### config.mk
export PLATFORM = sky130hd
export DESIGN_NAME = rpa_ctrl
export DESIGN_NICKNAME = d
export VERILOG_FILES = /design/src/hdl/rpa_pkg.sv /design/src/hdl/rpa_ctrl.sv
export SDC_FILE = /design/constraint.sdc
export NUM_CORES = 1
export LEC_CHECK = 0
export BUFFER_PORTS_ARGS = -buffer_cell sky130_fd_sc_hd__buf_2
export CORE_AREA = 2 2 39 41
export CTS_BUF_LIST = sky130_fd_sc_hd__clkbuf_4 sky130_fd_sc_hd__clkbuf_8
export CTS_CLUSTER_DIAMETER = 40
export CTS_CLUSTER_SIZE = 30
export DETAILED_ROUTE_END_ITERATION = 7
export DIE_AREA = 0 0 41 43
export PLACE_DENSITY = 0.4
export SLEW_MARGIN = 20
export SYNTH_ARGS = -nofsm -noshare
export SYNTH_HDL_FRONTEND = slang
export SYNTH_SLANG_ARGS = --single-unit
### constraint.sdc
create_clock -name i_clk -period 1.45 [get_ports i_clk]
set_input_delay 0 -clock i_clk [delete_from_list [all_inputs] [get_ports i_clk]]
set_output_delay 0 -clock i_clk [all_outputs]
set_load 0.05 [all_outputs]
### src/hdl/rpa_pkg.sv
// Shared types, codes and the rainbow step function of the rainbow pixel animator.
// No dependencies; every other file of the block imports this package.
package rpa_pkg;

    localparam int DEFAULT_PIXELS = 256;
    // Wide enough to hold any pixel count of the supported range (up to 4096).
    localparam int IDX_EXT_W = 13;

    localparam logic [7:0] CHAN_MAX = 8'hFF;
    localparam logic [7:0] RST_ADVANCE_STEP = 8'd1;
    localparam logic [7:0] RST_SEED_STEP = 8'd2;

    typedef enum logic [1:0] {
        CMD_ADVANCE      = 2'd0,
        CMD_SEED_RAINBOW = 2'd1,
        CMD_SEED_BLACK   = 2'd2,
        CMD_READ         = 2'd3
    } t_cmd;

    typedef enum logic [0:0] {
        REG_ADVANCE_STEP = 1'b0,
        REG_SEED_STEP    = 1'b1
    } t_reg_idx;

    localparam logic [2:0] PHASE_RED_UP     = 3'd0;
    localparam logic [2:0] PHASE_BLUE_DOWN  = 3'd1;
    localparam logic [2:0] PHASE_GREEN_UP   = 3'd2;
    localparam logic [2:0] PHASE_RED_DOWN   = 3'd3;
    localparam logic [2:0] PHASE_BLUE_UP    = 3'd4;
    localparam logic [2:0] PHASE_GREEN_DOWN = 3'd5;

    typedef struct packed {
        t_cmd       command;
        logic [7:0] pixel_index;
    } t_in_item;

    typedef struct packed {
        logic [7:0] out_index;
        logic [7:0] red;
        logic [7:0] green;
        logic [7:0] blue;
        logic [2:0] phase;
    } t_out_item;

    typedef struct packed {
        logic [7:0] red;
        logic [7:0] green;
        logic [7:0] blue;
        logic [2:0] phase;
    } t_pixel;

    // Controller to datapath.
    typedef struct packed {
        logic load;    // input beat accepted: capture it and read the store
        logic update;  // compute, write back and fill the result register
    } t_dp_cmd;

    // Datapath to controller.
    typedef struct packed {
        logic out_busy;  // result register holds a beat that is not taken this cycle
    } t_dp_sts;

    function automatic logic [7:0] ramp_up_val(input logic [7:0] ch, input logic [7:0] step);
        logic [8:0] sum;
        sum = {1'b0, ch} + {1'b0, step};
        ramp_up_val = sum[8] ? CHAN_MAX : sum[7:0];
    endfunction

    function automatic logic ramp_up_done(input logic [7:0] ch, input logic [7:0] step);
        logic [8:0] sum;
        sum = {1'b0, ch} + {1'b0, step};
        ramp_up_done = sum[8];
    endfunction

    function automatic logic [7:0] ramp_down_val(input logic [7:0] ch,
                                                 input logic [7:0] step);
        ramp_down_val = (ch > step) ? (ch - step) : 8'd0;
    endfunction

    // One rainbow step: ramp the channel of the current phase and move on at saturation.
    function automatic t_pixel rainbow_step(input t_pixel p, input logic [7:0] step);
        t_pixel q;
        q = p;
        case (p.phase)
            PHASE_RED_UP: begin
                q.red = ramp_up_val(p.red, step);
                if (ramp_up_done(p.red, step)) q.phase = PHASE_BLUE_DOWN;
            end
            PHASE_BLUE_DOWN: begin
                q.blue = ramp_down_val(p.blue, step);
                if (!(p.blue > step)) q.phase = PHASE_GREEN_UP;
            end
            PHASE_GREEN_UP: begin
                q.green = ramp_up_val(p.green, step);
                if (ramp_up_done(p.green, step)) q.phase = PHASE_RED_DOWN;
            end
            PHASE_RED_DOWN: begin
                q.red = ramp_down_val(p.red, step);
                if (!(p.red > step)) q.phase = PHASE_BLUE_UP;
            end
            PHASE_BLUE_UP: begin
                q.blue = ramp_up_val(p.blue, step);
                if (ramp_up_done(p.blue, step)) q.phase = PHASE_GREEN_DOWN;
            end
            PHASE_GREEN_DOWN: begin
                q.green = ramp_down_val(p.green, step);
                if (!(p.green > step)) q.phase = PHASE_RED_UP;
            end
            default: q.phase = PHASE_RED_UP;
        endcase
        rainbow_step = q;
    endfunction

endpackage

### src/hdl/rpa_ctrl.sv
// Sequencing controller of the rainbow pixel animator: accept, store read, update.
// Depends on rpa_pkg for the command and status structs.
module rpa_ctrl (
    input  logic              i_clk,
    input  logic              i_rst_n,
    input  logic              i_in_valid,
    output logic              o_in_ready,
    input  rpa_pkg::t_dp_sts  i_sts,
    output rpa_pkg::t_dp_cmd  o_cmd
);
    import rpa_pkg::*;

    typedef enum logic [1:0] {
        S_IDLE,
        S_READ,
        S_UPDATE
    } t_state;

    t_state r_state;
    logic   r_in_ready;
    logic   load;
    logic   update;

    assign load   = i_in_valid && r_in_ready;
    assign update = (r_state == S_UPDATE) && !i_sts.out_busy;

    always_ff @(posedge i_clk) begin
        if (!i_rst_n) begin
            r_state    <= S_IDLE;
            r_in_ready <= 1'b0;
        end else begin
            unique case (r_state)
                S_IDLE: begin
                    r_in_ready <= !load;
                    if (load) r_state <= S_READ;
                end
                S_READ: begin
                    r_in_ready <= 1'b0;
                    r_state    <= S_UPDATE;
                end
                S_UPDATE: begin
                    r_in_ready <= update;
                    if (update) r_state <= S_IDLE;
                end
                default: begin
                    r_in_ready <= 1'b0;
                    r_state    <= S_IDLE;
                end
            endcase
        end
    end

    assign o_in_ready   = r_in_ready;
    assign o_cmd.load   = load;
    assign o_cmd.update = update;

    a_ready_only_idle: assert property (@(posedge i_clk) disable iff (!i_rst_n)
        r_in_ready |-> (r_state == S_IDLE))
        else $error("input ready outside the idle state");

    a_load_to_read: assert property (@(posedge i_clk) disable iff (!i_rst_n)
        load |=> (r_state == S_READ) && !r_in_ready)
        else $error("accepted beat did not start a store read");

    a_read_to_update: assert property (@(posedge i_clk) disable iff (!i_rst_n)
        (r_state == S_READ) |=> (r_state == S_UPDATE))
        else $error("store read not followed by update");

    a_no_update_when_busy: assert property (@(posedge i_clk) disable iff (!i_rst_n)
        i_sts.out_busy |-> !update)
        else $error("update while the result register is occupied");

endmodule

==> metrics.cfg <==
[synth]
netlist_area_um2=143.9
syn_nets=18
synthCells=14
avgSynthCellArea_um2=10.28
synth-seq-cells=3
ys_warn_count=0
synth_cell_types=10
synth.area.top_cells=dfxtp_1 42%, nor3b_2 17%, buf_4 10%
synth_top_area_share_pct=41.74
synth_top_area_cell=dfxtp_1
synth.yosys.seq_area_share_pct=41.74

[power_and_ir_drop]
power_density_nw_per_um2=1438
power.total_w=0.0003006
peakVddDrop_mv=0.3704
p_leak_nw=0.09475

[clocking]
cts_buffers=3
post_cts_buffers=0
clk_latency_ns=0.24
ctsHoldBuffers=0
tritoncts=done
htreeDepth=1
cts_sinks=3
clk_pin_slew_worst_paths_ns=0.04
cts_buffer_depth=2
cts_root_buf=clkbuf_4
ctsResizeCount=0

[floorplanning]
die_w_um=41
rows=14
die_h_um=43
fp.coreArea_um2=1384
die_area_um2=1763
initial_core_util_pct=10.40
io_pins=7

[outcome]
outcome=finished clean

[detailed_routing]
drt-total-wl_um=289
routedWlPerCell_um=7.605
ant_nets=0
drc=0
viasPerCell=3.263
drtIter0Drc=1
first_pass_iters=4
vias=124

[timing]
final.min_clock_period_ns=1.029
rsz0062_at_grt=false
finClkSkew_ns=0.003106
max_freq_mhz=972.3
setup_violations=0
fin_tns_setup_ns=0
maxSlewViolCount=0
finalCritPeriodShare_pct=70.93
hold_violations=0
max-slew-margin-rel_pct=83.58
worstMarginPinSlew_ns=0.2480

[placed_design]
place_congestion=0.5764
portBuffers=6

[flow_run]
cap_violations=0

[setup_path]
cp_max_fo=4
critPathCaptureType=primary output
cp-start-kind=flip-flop
critPathRequiredTime_ns=1.45
worstPathArrival_ns=1.03
critPathKind=flip-flop to primary output

[grt]
grt_pass1_wl_um=524
grt_pass1_vias=129
antenna_found_initial=0
gr-total-overflow=0
grt_max_degree=5
grt_use_total_pct=5.216

[finish]
syn_to_final_growth_pct=45.22
final_layout_size_suffix_gt1_share_pct=54.55
finalNetCount=27
final_cell_mix=6 x buf_2, 4 x clkbuf_4, 3 x dfxtp_1
insertedDiodeCount=0
final_common_cell=buf_2
final_util_pct=15.10

[min_path]
hold_class=input port to flip-flop

cell type report:
type                            count  area, µm²
Clock buffer                        4      30.03
Fill cell                         153       1175
Multi-Input combinational cell      9      68.82
Sequential cell                     3      60.06
Tap cell                           16      20.02
Timing Repair Buffer                6      30.03
cell usage after synthesis, drive strengths merged:
master  n
nand2b  1
nor3b   2
nand2   1
and2    1
nor2b   1
nand3b  1
o21ai   1
and3b   1
buf     2
dfxtp   3
worst paths after layout:
path                                                 to  cells past startpoint  slack [ns]                     from
worst max-delay path                           o_cmd[0]                      2        0.42  r_state[1]$_SDFFE_PN0P_
worst min-delay path            r_state[1]$_SDFFE_PN0P_                      3        0.02                  i_rst_n
worst max register to register  r_state[0]$_SDFFE_PN0P_                      2        0.66  r_state[1]$_SDFFE_PN0P_
worst min register to register  r_state[1]$_SDFFE_PN0P_                      2        0.49  r_state[0]$_SDFFE_PN0P_
critical path: stages (launching register included):
cell and delay [ns]:
dfxtp_1 0.34, nor3b_2 0.17, buf_2 0.28
power breakdown:
group	leakage [nW]	switching [W]	total (W)	internal, W
sequential	0.0247	0.00000316	0.0000912	0.0000881
clock	0.0184	0.0000471	0.000169	0.000122
combinational	0.0517	0.0000269	0.0000402	0.0000133
logic make-up (layout without fill, tap and decap cells):
group,Yosys count,after routing,share of synthesized area (%)
compound gates,1,1,3.475
buf+inv,2,10,10.43
flops,3,3,41.74
simple gates,8,8,44.35
flip-flops by register name (all words and copies together) (netlist names):
register	count
r_state	2
o_in_ready	1
stage by stage:
step / worst slack, ns / hold slack, ns / std cells / instance area (µm²)
after floorplan: 0.4004 / 0.1464 / 14 / 143.9
after global placement: 0.6942 / 0.2595 / 34 / 178.9
after detailed placement: 0.6601 / 0.2611 / 34 / 178.9
after CTS: 0.3982 / 0.008224 / 38 / 209.0
after global routing: 0.3385 / 0.04464 / 38 / 209.0
final: 0.4215 / 0.01639 / 38 / 209.0
layer usage:
metal  track usage, %  wire [µm]  vias to the layer above
li1                 -          -                       61
met1            5.128        143                       48
met3            3.141         39                        4
met4            8.000         23                        0
met5                0          0                        -
met2            5.625         83                       11
No activity file was read; power rests on OpenSTA's default activity.
